[config.mk]
export PLATFORM = sky130hd
export DESIGN_NAME = framed_sum_checked_packet_parser_top_flat
export DESIGN_NICKNAME = d
export VERILOG_FILES = /design/src/rtl/fsp_pkg.sv /design/src/rtl/fsp_byte_if.sv /design/src/rtl/fsp_result_if.sv /design/src/rtl/framed_sum_checked_packet_parser_top.sv /design/src/rtl/fsp_in_stage.sv /design/src/rtl/fsp_parser.sv /design/src/rtl/fsp_out_stage.sv /design/src/flat_wrapper.sv
export SDC_FILE = /design/constraint.sdc
export NUM_CORES = 1
export LEC_CHECK = 0
export ABC_AREA = 1
export BUFFER_PORTS_ARGS = -buffer_cell sky130_fd_sc_hd__buf_4
export CORE_MARGIN = 3
export CORE_UTILIZATION = 30
export CTS_CLUSTER_SIZE = 12
export DETAILED_ROUTE_END_ITERATION = 7
export GPL_ROUTABILITY_DRIVEN = 0
export GPL_TIMING_DRIVEN = 0
export HOLD_SLACK_MARGIN = 0.05
export SETUP_SLACK_MARGIN = 0.05
export SYNTH_ARGS = -nofsm -noshare
export SYNTH_HDL_FRONTEND = slang
export SYNTH_SLANG_ARGS = --single-unit
export TNS_END_PERCENT = 100
[constraint.sdc]
create_clock -name clk -period 6.3 [get_ports clk]
set_clock_uncertainty 0.15 [all_clocks]
set_input_delay 0 -clock clk [delete_from_list [all_inputs] [get_ports clk]]
set_output_delay 0 -clock clk [all_outputs]
set_load 0.05 [all_outputs]
[src/rtl/fsp_pkg.sv]
// Shared constants and types of the framed sum-checked packet parser.
`timescale 1ns / 1ps
`default_nettype none

package fsp_pkg;

    localparam int MAX_LEN = 20;
    localparam int CNT_W = $clog2(MAX_LEN + 1);
    localparam int KEEP_BYTES = 7;
    localparam int KEEP_IDX_W = $clog2(KEEP_BYTES);

    localparam logic [7:0] HEAD_BYTE = 8'hEF;
    localparam logic [7:0] TAIL_BYTE = 8'hFE;
    localparam logic [7:0] TYPE_TARGET = 8'h0C;
    localparam logic [7:0] COUNT_NONE = 8'hFF;
    localparam logic [7:0] MAX_LEN_BYTE = 8'(MAX_LEN);

    typedef enum logic [4:0] {
        PH_IDLE = 5'b00001,
        PH_LEN  = 5'b00010,
        PH_DATA = 5'b00100,
        PH_SUM  = 5'b01000,
        PH_TAIL = 5'b10000
    } phase_t;

    typedef struct packed {
        logic signed [15:0] target_location;
        logic signed [15:0] target_width;
        logic [7:0]         target_count;
    } target_t;

    typedef struct packed {
        logic    emit;
        target_t target;
    } parse_result_t;

endpackage

`default_nettype wire

[src/rtl/fsp_byte_if.sv]
// Valid/ready channel that carries one received byte per request.
`timescale 1ns / 1ps
`default_nettype none

interface fsp_byte_if;
    logic       valid;
    logic       ready;
    logic [7:0] rx_byte;

    modport source (output valid, output rx_byte, input ready);
    modport sink (input valid, input rx_byte, output ready);
endinterface

`default_nettype wire

[src/rtl/fsp_result_if.sv]
// Valid/ready channel that carries one decoded target report per request.
`timescale 1ns / 1ps
`default_nettype none

interface fsp_result_if;
    logic               valid;
    logic               ready;
    logic signed [15:0] target_location;
    logic signed [15:0] target_width;
    logic [7:0]         target_count;

    modport source (output valid, output target_location, output target_width,
                    output target_count, input ready);
    modport sink (input valid, input target_location, input target_width,
                  input target_count, output ready);
endinterface

`default_nettype wire

[src/rtl/framed_sum_checked_packet_parser_top.sv]
// Top level of the framed sum-checked packet parser.
//
// The rx channel takes one received byte per request. Bytes form frames of a
// 0xEF header, a length byte, the payload, an 8-bit modulo sum of the payload
// and a 0xFE trailer. When a good frame whose first payload byte is 0x0C ends,
// one request leaves on the target channel with the location, the width and
// the count decoded from payload bytes 1 to 4 and 6. Other frames end silently.
// Throughput is one byte per cycle while no report waits on a stalled
// receiver: the byte sits in an input register, the frame state machine and
// checksum adder act on it as it leaves, and the report lands in a result
// register. A report thus passes the input and the result register after the
// trailer byte is accepted. The rate is set by that single state update per byte.
// While the receiver stalls with a report pending, the parser stops consuming;
// at most one more byte is taken into the input register, then rx.ready drops
// until the report is taken. Nothing is lost or repeated.
// Reset returns the parser to waiting for a header, clears the checksum, the
// counters and the seven stored payload bytes, and empties both registers.
`timescale 1ns / 1ps
`default_nettype none

module framed_sum_checked_packet_parser_top (
    input  wire logic    clk,
    input  wire logic    rst_n,
    fsp_byte_if.sink     rx,
    fsp_result_if.source target
);
    import fsp_pkg::*;

    logic          step;
    logic          out_free;
    logic [7:0]    byte_q;
    parse_result_t result;

    // Holds the incoming byte; it moves on whenever the result side has room.
    fsp_in_stage u_in_stage (
        .clk      (clk),
        .rst_n    (rst_n),
        .rx       (rx),
        .out_free (out_free),
        .step     (step),
        .byte_q   (byte_q)
    );

    // Frame recognition, checksum and payload capture.
    fsp_parser u_parser (
        .clk    (clk),
        .rst_n  (rst_n),
        .step   (step),
        .byte_q (byte_q),
        .result (result)
    );

    // Keeps a finished report until the receiver accepts it.
    fsp_out_stage u_out_stage (
        .clk      (clk),
        .rst_n    (rst_n),
        .step     (step),
        .result   (result),
        .out_free (out_free),
        .target   (target)
    );

endmodule

`default_nettype wire

[src/rtl/fsp_in_stage.sv]
// Input register that holds one received byte until the parser consumes it.
`timescale 1ns / 1ps
`default_nettype none

module fsp_in_stage (
    input  wire logic       clk,
    input  wire logic       rst_n,
    fsp_byte_if.sink        rx,
    input  wire logic       out_free,
    output logic            step,
    output logic [7:0]      byte_q
);
    import fsp_pkg::*;

    logic       valid_reg;
    logic       valid_next;
    logic [7:0] byte_reg;
    logic       take;

    // The held byte is consumed whenever the result register can take an answer.
    assign step     = valid_reg && out_free;
    assign rx.ready = !valid_reg || step;
    assign take     = rx.valid && rx.ready;
    assign byte_q   = byte_reg;

    always_comb
    begin
        valid_next = valid_reg;
        if (take)
        begin
            valid_next = 1'b1;
        end
        else if (step)
        begin
            valid_next = 1'b0;
        end
    end

    always_ff @(posedge clk or negedge rst_n)
    begin
        if (!rst_n)
        begin
            valid_reg <= 1'b0;
        end
        else
        begin
            valid_reg <= valid_next;
        end
    end

    always_ff @(posedge clk)
    begin
        if (take)
        begin
            byte_reg <= rx.rx_byte;
        end
    end

endmodule

`default_nettype wire

[src/rtl/fsp_parser.sv]
// Frame state machine, running checksum and stored payload head.
`timescale 1ns / 1ps
`default_nettype none

module fsp_parser (
    input  wire logic            clk,
    input  wire logic            rst_n,
    input  wire logic            step,
    input  wire logic [7:0]      byte_q,
    output fsp_pkg::parse_result_t result
);
    import fsp_pkg::*;

    phase_t           phase_reg;
    phase_t           phase_next;
    logic [7:0]       length_reg;
    logic [7:0]       length_next;
    logic [CNT_W-1:0] taken_reg;
    logic [CNT_W-1:0] taken_next;
    logic [7:0]       sum_reg;
    logic [7:0]       sum_next;
    logic [7:0]       head_reg [KEEP_BYTES];
    logic             store;
    logic [CNT_W-1:0] taken_inc;

    assign taken_inc = taken_reg + CNT_W'(1);

    always_comb
    begin
        phase_next  = phase_reg;
        length_next = length_reg;
        taken_next  = taken_reg;
        sum_next    = sum_reg;
        store       = 1'b0;
        result.emit = 1'b0;
        result.target.target_location = {head_reg[1], head_reg[2]};
        result.target.target_width    = {head_reg[3], head_reg[4]};
        result.target.target_count    = (head_reg[6] == COUNT_NONE) ? 8'h00 : head_reg[6];
        unique case (phase_reg)
            PH_IDLE:
            begin
                if (byte_q == HEAD_BYTE)
                begin
                    phase_next = PH_LEN;
                end
            end
            PH_LEN:
            begin
                sum_next    = 8'h00;
                taken_next  = '0;
                length_next = byte_q;
                phase_next  = (byte_q > MAX_LEN_BYTE) ? PH_IDLE : PH_DATA;
            end
            PH_DATA:
            begin
                store      = (taken_reg < CNT_W'(KEEP_BYTES));
                sum_next   = sum_reg + byte_q;
                taken_next = taken_inc;
                // A zero length still ends after the first payload byte.
                if (8'(taken_inc) >= length_reg)
                begin
                    phase_next = PH_SUM;
                end
            end
            PH_SUM:
            begin
                phase_next = (byte_q == sum_reg) ? PH_TAIL : PH_IDLE;
            end
            PH_TAIL:
            begin
                result.emit = (byte_q == TAIL_BYTE) && (head_reg[0] == TYPE_TARGET);
                phase_next  = PH_IDLE;
            end
            default:
            begin
                phase_next = PH_IDLE;
            end
        endcase
    end

    always_ff @(posedge clk or negedge rst_n)
    begin
        if (!rst_n)
        begin
            phase_reg  <= PH_IDLE;
            length_reg <= 8'h00;
            taken_reg  <= '0;
            sum_reg    <= 8'h00;
            for (int i = 0; i < KEEP_BYTES; i++)
            begin
                head_reg[i] <= 8'h00;
            end
        end
        else if (step)
        begin
            phase_reg  <= phase_next;
            length_reg <= length_next;
            taken_reg  <= taken_next;
            sum_reg    <= sum_next;
            if (store)
            begin
                head_reg[taken_reg[KEEP_IDX_W-1:0]] <= byte_q;
            end
        end
    end

endmodule

`default_nettype wire

[src/rtl/fsp_out_stage.sv]
// Result register that holds a target report until the receiver takes it.
`timescale 1ns / 1ps
`default_nettype none

module fsp_out_stage (
    input  wire logic                  clk,
    input  wire logic                  rst_n,
    input  wire logic                  step,
    input  wire fsp_pkg::parse_result_t result,
    output logic                       out_free,
    fsp_result_if.source               target
);
    import fsp_pkg::*;

    logic    valid_reg;
    logic    valid_next;
    target_t data_reg;
    logic    load;

    assign out_free = !valid_reg || target.ready;
    assign load     = step && result.emit;

    always_comb
    begin
        valid_next = valid_reg;
        if (out_free)
        begin
            valid_next = load;
        end
    end

    always_ff @(posedge clk or negedge rst_n)
    begin
        if (!rst_n)
        begin
            valid_reg <= 1'b0;
        end
        else
        begin
            valid_reg <= valid_next;
        end
    end

    always_ff @(posedge clk)
    begin
        if (load)
        begin
            data_reg <= result.target;
        end
    end

    assign target.valid           = valid_reg;
    assign target.target_location = data_reg.target_location;
    assign target.target_width    = data_reg.target_width;
    assign target.target_count    = data_reg.target_count;

endmodule

`default_nettype wire

[src/flat_wrapper.sv]
// flat-port wrapper written by rule: the top's interface ports become plain ports
module framed_sum_checked_packet_parser_top_flat import fsp_pkg::*;
  (clk, rst_n, rx_valid, rx_rx_byte, rx_ready, target_valid, target_target_location, target_target_width, target_target_count, target_ready);
  fsp_byte_if rx_i ();
  fsp_result_if target_i ();
  input  wire logic clk;
  input  wire logic rst_n;
  input wire logic [$bits(rx_i.valid)-1:0] rx_valid;
  input wire logic [$bits(rx_i.rx_byte)-1:0] rx_rx_byte;
  output wire logic [$bits(rx_i.ready)-1:0] rx_ready;
  output wire logic [$bits(target_i.valid)-1:0] target_valid;
  output wire logic [$bits(target_i.target_location)-1:0] target_target_location;
  output wire logic [$bits(target_i.target_width)-1:0] target_target_width;
  output wire logic [$bits(target_i.target_count)-1:0] target_target_count;
  input wire logic [$bits(target_i.ready)-1:0] target_ready;
  assign rx_i.valid = rx_valid;
  assign rx_i.rx_byte = rx_rx_byte;
  assign rx_ready = rx_i.ready;
  assign target_valid = target_i.valid;
  assign target_target_location = target_i.target_location;
  assign target_target_width = target_i.target_width;
  assign target_target_count = target_i.target_count;
  assign target_i.ready = target_ready;
  framed_sum_checked_packet_parser_top u_core (.clk(clk), .rst_n(rst_n), .rx(rx_i), .target(target_i));
endmodule
Yosys cells after proc, flatten, opt, wreduce, memory -nomap -nowiden --
Cells that the tools add are included.
Storage, ports and cells: latch bits 0, bits in writable memories 0, ROM bits 0, register bits 132, input port bits 12, word-level logic and storage cells 66, memories 0
Operators by class: bitwise operators 1, div/mod/pow operators 0, add/sub/neg operators 2, $mul 0, reduce and logical (&&, ||, !) cells 15, order comparisons 5, shift-type cells 0, eq/ne operators 12, multiplexer cells 14
Operators by type and width (number):
- $bwmux 56 | 1
- $demux 8 s3 | 1
- $eq 8x8->1 const B | 3
- $pmux 5 s4 | 1
- $pmux 8 s2 | 1
- $mux 5 | 3
- $pmux 5 s2 | 1
- $add 8x8->8 | 1
- $eq 8x4->1 const B | 1
- $eq 8x8->1 | 1
- $ge 5x8->1 | 1
- $gt 8x5->1 const B | 1
- $mux 8 | 1
- $reduce_and 2->1 | 3
- $add 5x1->5 const B | 1
- $eq 5x1->1 const B | 1
- $eq 5x2->1 const B | 1
- $eq 5x3->1 const B | 1
- $eq 5x4->1 const B | 1
- $eq 5x5->1 const B | 1
- $logic_and 1x1->1 | 5
- $lt 5x3->1 const B | 1
- $ge 4x4->1 const B | 1
- $lt 4x1->1 const B | 1
- 8 further kinds | 15

Depth between registers and ports, before layout --
Gate-level depths: netlist of run 1.
depth after elaboration 6, gate-level depth with buffers 14, depth with buffers taken out 13

Hierarchy --
From an unflattened synthesis of run 1, not the netlist that was laid out.
Unflattened totals: cells, all modules 547, area, all modules 5451.5 um2
By module, submodules not included:
- fsp_parser | cells each 485, area an instance 3908.7 um2, times used 1, seq. area each 1853.0 um2
- fsp_out_stage | cells each 46, area an instance 1249.9 um2, times used 1, seq. area each 1226.2 um2
- fsp_in_stage | cells each 16, area an instance 292.8 um2, times used 1, seq. area each 265.3 um2

Worst setup path before layout of run 1 --
Ideal clock, no wire load.
path type reg2reg, start reg u_core.u_out_stage.valid_reg, in the netlist u_core.u_out_stage.target.valid, end reg u_core.u_out_stage.data_reg (netlist bit u_core.u_out_stage.target.target_count[0]), enable pin, library setup time 0.539 ns, setup slack 0.652 ns, path buffers 0, clock period less this slack 5.648 ns, data arrival time 4.959 ns, stages on the path, launching flop included 6, path through dfrtp_1 nand2_1 nand2_1 clkinv_1 nand3_1 nor4_1
On the way: longest elaborated chain between the ends 4
RTL lines:
- start, declared | line fsp_out_stage.sv:15 | logic valid_reg;
- start signal, assigned | line fsp_out_stage.sv:40 | valid_reg <= valid_next;
- $logic_not 1->1 | line fsp_out_stage.sv:20 | assign out_free = !valid_reg || target.ready;
- $logic_or 1x1->1 | line fsp_out_stage.sv:20
- $logic_and 1x1->1 | line fsp_in_stage.sv:21 | assign step = valid_reg && out_free;
- $logic_and 1x1->1 | line fsp_out_stage.sv:21 | assign load = step && result.emit;
- via u_core.u_out_stage.load | line fsp_out_stage.sv:18 | logic load;
- end signal, assigned | line fsp_out_stage.sv:48 | data_reg <= result.target;
- end, declared | line fsp_out_stage.sv:17 | target_t data_reg;
The timed path passes the listed nets, and every way through them passes these cells. A chain may end at the register's enable or synchronous reset.

Worst setup path in the final report of run 1 --
start reg u_core.u_in_stage.byte_reg[0], in the netlist u_core.u_in_stage.byte_q[0], end reg u_core.u_out_stage.data_reg (netlist bit u_core.u_out_stage.target.target_width[7]), enable pin
On the way: longest elaborated chain between the ends 4
RTL lines:
- start, declared | line fsp_in_stage.sv:17 | logic [7:0] byte_reg;
- start signal, assigned | line fsp_in_stage.sv:55 | byte_reg <= rx.rx_byte;
- $eq 8x8->1 | line fsp_parser.sv:71 | result.emit = (byte_q == TAIL_BYTE) && (head_reg[0] == TYPE_TARGET);
- $logic_and 1x1->1 | line fsp_parser.sv:71
- $mux 1 | line fsp_parser.sv:39 | unique case (phase_reg)
- $logic_and 1x1->1 | line fsp_out_stage.sv:21
- via u_core.u_out_stage.load | line fsp_out_stage.sv:18
The timed path passes the listed nets, and every way through them passes these cells.

==> results summary, run 1 <==
The clock passes through at most 2 buffers. The count of port buffers added during placement is 53. The terminus of the critical flop-to-flop path is u_core.u_out_stage.target.target_width[7]$_DFFE_PP_. The flip-flop count of the largest register after layout is 32. The worst stage delay on the critical path came out at 0.53 ns. The global router's overall resource usage is 0.120. The synthesized area is 5320 um^2.

The effective utilization at floorplan is 0.307. The total DRC errors in the routed layout is 0. Row generation in the floorplan step produced 48 rows. The area inside the core boundary came out at roughly 17000 um^2. After the flow finishes, the layout carries non-filler instances totaling about 800. The number of detailed-route iterations in the first pass came out at 5. The period utilization is 0.390.

Among all flip-flop cells after synthesis, the most frequent one is dfrtp_1. The clock edge transition at the registers on the reported setup and hold paths is about 0.060 ns. The signal on the critical path passes through inv_1 > nand3_1 > nor4_2 > buf_4 > buf_4.

Clock tree synthesis selected as its root buffer the cell clkbuf_16. The number of fillers in the final layout is between 1.5k and 2k. Averaged over all synthesized cells, the footprint is 10.8 um^2. STA puts the critical path data arrival time at roughly 2.4 ns. In this run, CTS created clock tree buffers numbering 17.

The flip-flop and latch count after synthesis came out at roughly 120. The number of global-route vias before repair is between 3k and 4k. The number of flops mapped to enable cells by yosys came out at 48.

The run finished with clean final reports. The clock latency reported for the late side of the worst-skew pair is 0.42 ns. Hold is met by ~0.12 ns. STA classifies the critical path endpoint as a flop. After routing, the total negative slack on setup checks comes to 0 ns. For flop-to-flop paths, the worst setup slack is just under 4 ns. For this design, the slowest cell found on the critical path is nor4_2.

The minimum period implied by the final worst setup slack is between 2 and 2.5 ns. The post-synthesis to final-layout area growth came out at 27.1%. The total power density per cell area came out at between 300 and 400 nW/um^2. The number of violations of the max-capacitance limit is 0. The final hold violation count is 0.

The number of distinct library cells after synthesis came out at 40. The die boundary width came out at between 100 and 150 um. Of the total power, the share spent switching nets is 0.290. The first-pass GRT wire length is between 15000 and 20000 um. 54 I/O pins were placed. The number of routed nets with antenna violations came out at 0. The maximum clock frequency came out at just over 0.4 GHz. Setup repair after global routing left no endpoint under its margin.

The final layout contains roughly 600 nets. In the layout the commonest cells are nand2_1 (123), dfrtp_1 (75), inv_1 (58), buf_4 (58), edfxtp_1 (48). The CTS sink count is between 100 and 150. Setup violations remaining at the end of the flow were counted as 0. The logic depth of the worst register-to-register path is 5. Cell internal power was estimated by the tool at about 1.6 mW. The number of antenna violations at the first check in global routing came out at 0. met2 is the most crowded layer. The most critical setup path has its endpoint at u_core.u_out_stage.target.target_width[7]$_DFFE_PP_. The leakage dissipation came out at between 3 and 4 nW. The via total after detailed routing came out at ~3.7k. Data on the critical path is required at its endpoint by around 6.3 ns. In this run the worst path has a maximum fanout of 10. Yosys printed 0 warnings. The share of the Yosys chip area taken by registers is 0.628. The post-detailed-route wirelength per cell came out at between 10 and 15 um.

The met2 usage came out at 0.201. Leaving out fill and tap cells, the most frequent cell in the layout is nand2_1. The worst setup path is launched from a flop.

The most numerous cell type found on the critical path is buf_4. The share of flip-flops with an asynchronous set or reset after synthesis came out at 0.613. The net load switching power is approximately 0.67 mW. TritonCTS built the clock tree. The overall die height came out at 139 um. The post-detailed-route via-to-cell ratio is 4.48. The worst-case IR drop observed on VDD is between 0.0002 and 0.00025 V. Counting tap cells, the placed design contains a total of 774 instances. The die area came out at 19400 um^2. The repair_antennas step left the layout with diodes totalling 0. For met3 alone, demand over resource in global routing was 0.0331. The post-CTS resize count came out at 0. The iteration-0 DRC count of the detailed router is 185. Measured against its own limit, the worst slew margin works out to 0.363. The fraction of final layout cells with drive strength greater than 1 is 0.232. The portion of total power attributed to combinational logic came out at 0.158. The maximum number of pins on one net before global-route repair came out at slightly below 80. For met1 alone, demand over resource in global routing was 0.145. The worst register-to-register path begins at u_core.u_in_stage.byte_q[0]$_DFFE_PP_. The H-tree was split into 4 levels.

The critical path is of the reg2reg type. The final-report max-slew violation count came to 0. The transition time of the tightest slew-check pin came out at approximately 0.96 ns. The synthesized instance count is between 400 and 500. The worst hold path belongs to the class in2async. The synthesized net count is 517. The most critical setup path has its startpoint at u_core.u_in_stage.byte_q[0]$_DFFE_PP_.

The share of total power dissipated in the clock network is 0.417. The HPWL after detailed placement is ~7500 um. The share of total power dissipated in sequential elements is 0.425. The sum of routed wire length over all layers came out at around 11000 um. Summed over all layers, the global routing overflow is 0.
[metrics by stage]
stage / setup WS, ns / cell area, um^2 / power [mW] / util
2_1_floorplan: 0.652 / 5320 / 1.25 / -
3_3_place_gp: -1.26 / 6000 / 1.33 / 0.346
3_5_place_dp: 3.84 / 6040 / 1.36 / 0.348
4_1_cts: 3.84 / 6760 / 2.33 / 0.390
5_1_grt: 3.68 / 6760 / 2.44 / 0.390
6_report: 3.84 / 6760 / 2.31 / 0.390
[worst min-delay path by stage]
stage                                                    endpoint  slack, ns  depth (start not counted)
after floorplan           u_core.u_in_stage.valid_reg$_DFFE_PN0P_      -0.45                          0
after global placement      u_core.u_in_stage.byte_q[0]$_DFFE_PP_       0.03                          1
after detailed placement    u_core.u_in_stage.byte_q[1]$_DFFE_PP_       0.03                          1
after CTS                   u_core.u_in_stage.byte_q[4]$_DFFE_PP_       0.13                          2
after global routing        u_core.u_in_stage.byte_q[2]$_DFFE_PP_       0.14                          2
final                      u_core.u_parser.sum_reg[6]$_DFFE_PN0P_       0.12                          2
[metal layers]
metal / up-vias / part of all wire
met5: - / 0
met4: 0 / 0.019
met3: 20 / 0.050
met2: 100 / 0.50
met1: 1745 / 0.43
li1: 1808 / -
[worst max-delay path, delay by kind of cell (launching register included)]
family,cells,cell delay [ns]
buffers and inverters,3,0.82
and+or+nand+nor,2,0.69
DFF,1,0.51
[kinds of logic after synthesis]
group / synth area share
buffers and inverters: 0.0557
AO/OA/AOI/OAI: 0.100
flip-flops: 0.628
AND/OR/NAND/NOR: 0.170
adder cells (fa/ha/maj): 0.0343
XOR/XNOR: 0.0115
[synth_stat cells, types with 2 or more instances]
cell type / number / area, um^2
nand2_1: 123 / 462
dfrtp_1: 75 / 1880
inv_1: 58 / 218
edfxtp_1: 48 / 1440
o21ai_0: 27 / 135
nor2_1: 26 / 97.6
o21ai_2: 25 / 219
nand3_1: 17 / 85.1
ha_1: 13 / 163
a21oi_1: 8 / 40.0
nor3_1: 8 / 40.0
o21a_1: 8 / 60.1
nand4_1: 7 / 43.8
o21ai_1: 7 / 35.0
buf_6: 5 / 56.3
xor2_1: 5 / 43.8
buf_2: 3 / 15.0
nand2_2: 2 / 12.5
nand2_4: 2 / 22.5
nor2_2: 2 / 12.5
nor2_8: 2 / 40.0
xnor2_1: 2 / 17.5
[power groups by stage]
stage                     clock network [mW]  registers, mW  logic (mW)
after global routing                    1.03          0.994       0.422
after CTS                              0.983          0.983       0.369
after global placement                     0          0.992       0.342
after detailed placement                   0          0.997       0.360
after floorplan                            0          0.978       0.276
final                                  0.963          0.983       0.366
[final cells by class]
cell class,count,area (um^2),share of cell area
plain buffers,8,71.3,0.0105
clock buffers,18,429,0.0635
clock inverters,14,158,0.0233
inverters,60,225,0.0333
multi-input cells,299,1690,0.249
flip-flops and latches,124,3340,0.495
well taps,225,282,0.0416
repair buffers,71,566,0.0836
[timing repair]
| action | 4_1_cts | 5_1_grt |
|---|---|---|
| buffers inserted | 0 | 0 |
| hold endpoints to repair | 93 | 0 |
| hold buffers | 13 | 0 |
Power figures use the tool's default switching activity.
==> run 2: changes to the inputs <==
Clock period 6.3 ns to 2.1 ns, I/O delays scaled along.
==> run 2 against run 1 <==
Wire length up 2.3%. Non-clock buffer count increased by 10. Sequential cell count unchanged. Count of clock-buffer cells in the layout rose by 1. Highest routed layer unchanged. Worst hold slack worse by 0.0057 ns. Fmax increased by 19%.
==> results summary, run 2 (synthesis results as in run 1) <==
Status: finished, final reports clean (unchanged). The master cell of the clock root buffer is clkbuf_16 (unchanged). The clock latency reported for the late side of the worst-skew pair is 0.42 ns (about the same). The part of the total power dissipated in the clock network was 0.428 (was 0.417). The period utilization came to 0.983 (was 0.390). The endpoint class of the critical path is a flop (unchanged). The worst endpoint required time came out at 2.25 ns (was 6.28 ns).

The number of routed nets with antenna violations came to 0 (unchanged). The fraction of power spent switching nets came out at 0.281 (was 0.290). The post-detailed-route via-to-cell ratio came out at 4.50 (was 4.48).

The class of the tightest hold or removal check was in2async (unchanged). The max-slew headroom at the worst pin was 0.353 (was 0.363). The most utilized layer in the global route result is met2 (unchanged). The TritonCTS buffer count is 17 (unchanged). The first-pass GRT wire length is 18900 um (was 18300 um).

The total DRC errors in the routed layout is 0 (unchanged). The slowest library cell on the worst path is dfrtp_1 (was nor4_2). The leakage dissipation came to 3.14 nW (was 3.03 nW).

The sequential cell area came out at 3350 um^2 (was 3340 um^2). The number of detailed-route iterations in the first pass is 4 (was 5). The utilization after layout is 0.405 (was 0.390). The buffering stage count on the worst path with inverters included is 2 (was 3). The number of rows in the core area is 48 (unchanged).

The portion of total power attributed to sequential cells is 0.406 (was 0.425). The detailed placement HPWL is 7550 um (was 7510 um). The tightest hold margin came to 0.118 ns (was 0.124 ns). The footprint of the multi-input gates came out at 1780 um^2 (was 1690 um^2). The overall die height was 139 um (unchanged). The overall power consumption is 7.26 mW (was 2.31 mW). The flip-flop count of the largest register after layout is 32 (unchanged). The global router's overall resource usage is 0.123 (was 0.120). The number of global-route vias before repair came to 3724 (was 3713). The number of buffers between clock root and the deepest sink is 2 (unchanged).

The met2 usage came out at 0.201 (about the same). The number of top-level design ports came to 54 (unchanged). The fraction of final layout cells with drive strength greater than 1 is 0.278 (was 0.232). The number of violations of the max-capacitance limit is 0 (unchanged). The maximum clock frequency is 0.484 GHz (was 0.407 GHz). The worst voltage drop across the vdd grid came to 0.000591 V (was 0.000207 V). The most common library cell in the layout ignoring fill and taps is nand2_1 (unchanged). The logic depth of the worst register-to-register path is 13 (was 5). The portion of total power attributed to combinational logic is 0.166 (was 0.158). The minimum period implied by the final worst setup slack came out at 2.06 ns (was 2.46 ns). The overflow left after global routing is 0 (unchanged).

The maximum net fanout on the critical path came out at 5 (was 10). The final setup TNS is 0 ns (unchanged). The internal power component came out at 5.22 mW (was 1.64 mW). The number of antenna violations at the first check in global routing came out at 0 (unchanged). RSZ-0062 raised after global routing: true (was false). The final hold violation count is 0 (unchanged). The cell with the most instances on the worst path is nand2_1 (was buf_4).

The post-detailed-route wirelength per cell is 13.5 um (was 13.3 um). The CTS sink count was 124 (unchanged). The sum of routed wire length over all layers came out at 11200 um (was 10900 um). The worst setup timing slack at the placement stage is -0.535 ns (was 3.84 ns). The startpoint class of the critical path is a flop (unchanged). The fraction of met1 tracks used by global routing is 0.153 (was 0.145). The family of cells with the greatest summed delay on the critical path is simple AND/OR/NAND/NOR gates (was buffers and inverters). The via total after detailed routing came out at 3730 (was 3673). The number of stages on the worst setup path came out at 13 (was 5). The clock edge transition at the registers on the reported setup and hold paths is 0.06 ns (about the same). The transition time of the tightest slew-check pin is 0.971 ns (was 0.956 ns). The final-report setup violation count came out at 0 (unchanged). The class of the most critical setup path is reg2reg (unchanged). The iteration-0 DRC count of the detailed router is 237 (was 185).

The post-synthesis to final-layout area growth is 32.0% (was 27.1%). Leading cell types in the layout, fill and taps excluded: nand2_1 (119), dfrtp_1 (74), buf_4 (66) (was nand2_1 (123), dfrtp_1 (75), inv_1 (58), buf_4 (58), edfxtp_1 (48)). The global-route track usage on met3 came out at 0.0341 (was 0.0331). The final worst slack is 0.0355 ns (was 3.84 ns).

The number of inserted diodes was 0 (unchanged). The data arrival time of the worst path is 2.22 ns (was 2.44 ns). Critical path cell sequence: ha_2 > buf_4 > xor2_1 > ha_1 > nand2_1 > inv_1 > nand2_1 > nand2_1 > nand2_2 > nand2_4 > nand3_4 > nand2_1 > nand2_1 (was inv_1 > nand3_1 > nor4_2 > buf_4 > buf_4). The net count reported at finish came out at 617 (was 607). The worst stage delay on the critical path was 0.42 ns (was 0.53 ns). The count of port buffers added during placement is 53 (unchanged). The die boundary width came to 139 um (unchanged).

The die area is 19400 um^2 (unchanged). The effective utilization at floorplan is 0.307 (unchanged). The final-report max-slew violation count is 0 (unchanged). The area inside the core boundary came out at 17400 um^2 (unchanged).

The total power density per cell area is 1030 nW/um^2 (was 342 nW/um^2). The net load switching power is 2.04 mW (was 0.669 mW). The maximum number of pins on one net before global-route repair is 77 (unchanged). The TritonCTS clock tree was yes (unchanged). The CTS H-tree depth is 4 (unchanged).

The number of fillers in the final layout is 1596 (was 1677).
[run 2: cell count changes in the layout (fill, tap and decap cells not counted), moves of 2 or more]
| cell | before | now |
|---|---|---|
| buf_4 | 58 | 66 |
| buf_8 | 0 | 2 |
| inv_6 | 6 | 4 |
| nand2_1 | 123 | 119 |
| nand2_2 | 2 | 4 |
| nand2_4 | 2 | 4 |
| nand3_1 | 17 | 13 |
| nand3_2 | 1 | 3 |
| nand3_4 | 0 | 2 |
| xor2_1 | 5 | 3 |
| xor2_2 | 0 | 2 |
[run 2: worst paths after layout]
path                                                                            to  slack (ns)                                startpoint
max in group asynchronous              u_core.u_out_stage.target.valid$_DFFE_PN0P_        1.04                                     rst_n
max                                       u_core.u_parser.phase_reg[4]$_DFFE_PN0P_        0.04  u_core.u_parser.taken_reg[0]$_DFFE_PN0P_
min in group clk                             u_core.u_in_stage.byte_q[7]$_DFFE_PP_        0.16                             rx_rx_byte[7]
min                                        u_core.u_in_stage.valid_reg$_DFFE_PN0P_        0.12                                     rst_n
min reg2reg                u_core.u_out_stage.target.target_location[14]$_DFFE_PP_        0.29    u_core.u_parser.result[38]$_DFFE_PN0P_
max reg2reg                               u_core.u_parser.phase_reg[4]$_DFFE_PN0P_        0.04  u_core.u_parser.taken_reg[0]$_DFFE_PN0P_
[run 2: timing repair]
item | in CTS | in global routing
hold endpoints to repair | 100 | 0
endpoints found under the setup margin | 46 | 52
gates resized for setup | 13 | 4
buffers inserted | 9 | 5
pin swaps | 5 | 3
hold buffers | 12 | 0
[run 2: power groups by stage]
stage | registers [mW] | clock network, mW | logic [mW]
global route | 2.98 | 3.31 | 1.39
CTS | 2.94 | 3.17 | 1.19
finish | 2.95 | 3.11 | 1.21
detailed placement | 2.99 | 0 | 1.07
floorplan | 2.93 | 0 | 0.837
global placement | 2.98 | 0 | 1.04
[run 2: area by class of cell]
type / instances / area share
Timing Repair Buffer: 81 / 0.0947
Multi-Input combinational cell: 299 / 0.254
Clock buffer: 19 / 0.0661
Inverter: 60 / 0.0328
Clock inverter: 13 / 0.0251
Sequential cell: 124 / 0.476
Buffer: 8 / 0.0110
Tap cell: 225 / 0.0401
[run 2: per-layer routing]
metal  up-vias  routed length (um)
li1       1838                   -
met1      1798                5100
met2        76                5460
met3        18                 390
met4         0                 221
met5         -                   0
[run 2: through the flow]
stage | std cells | instance area [um^2]
6_report | 829 | 7030
5_1_grt | 829 | 7030
4_1_cts | 824 | 6970
3_5_place_dp | 771 | 6070
3_3_place_gp | 769 | 6040
2_1_floorplan | 491 | 5370
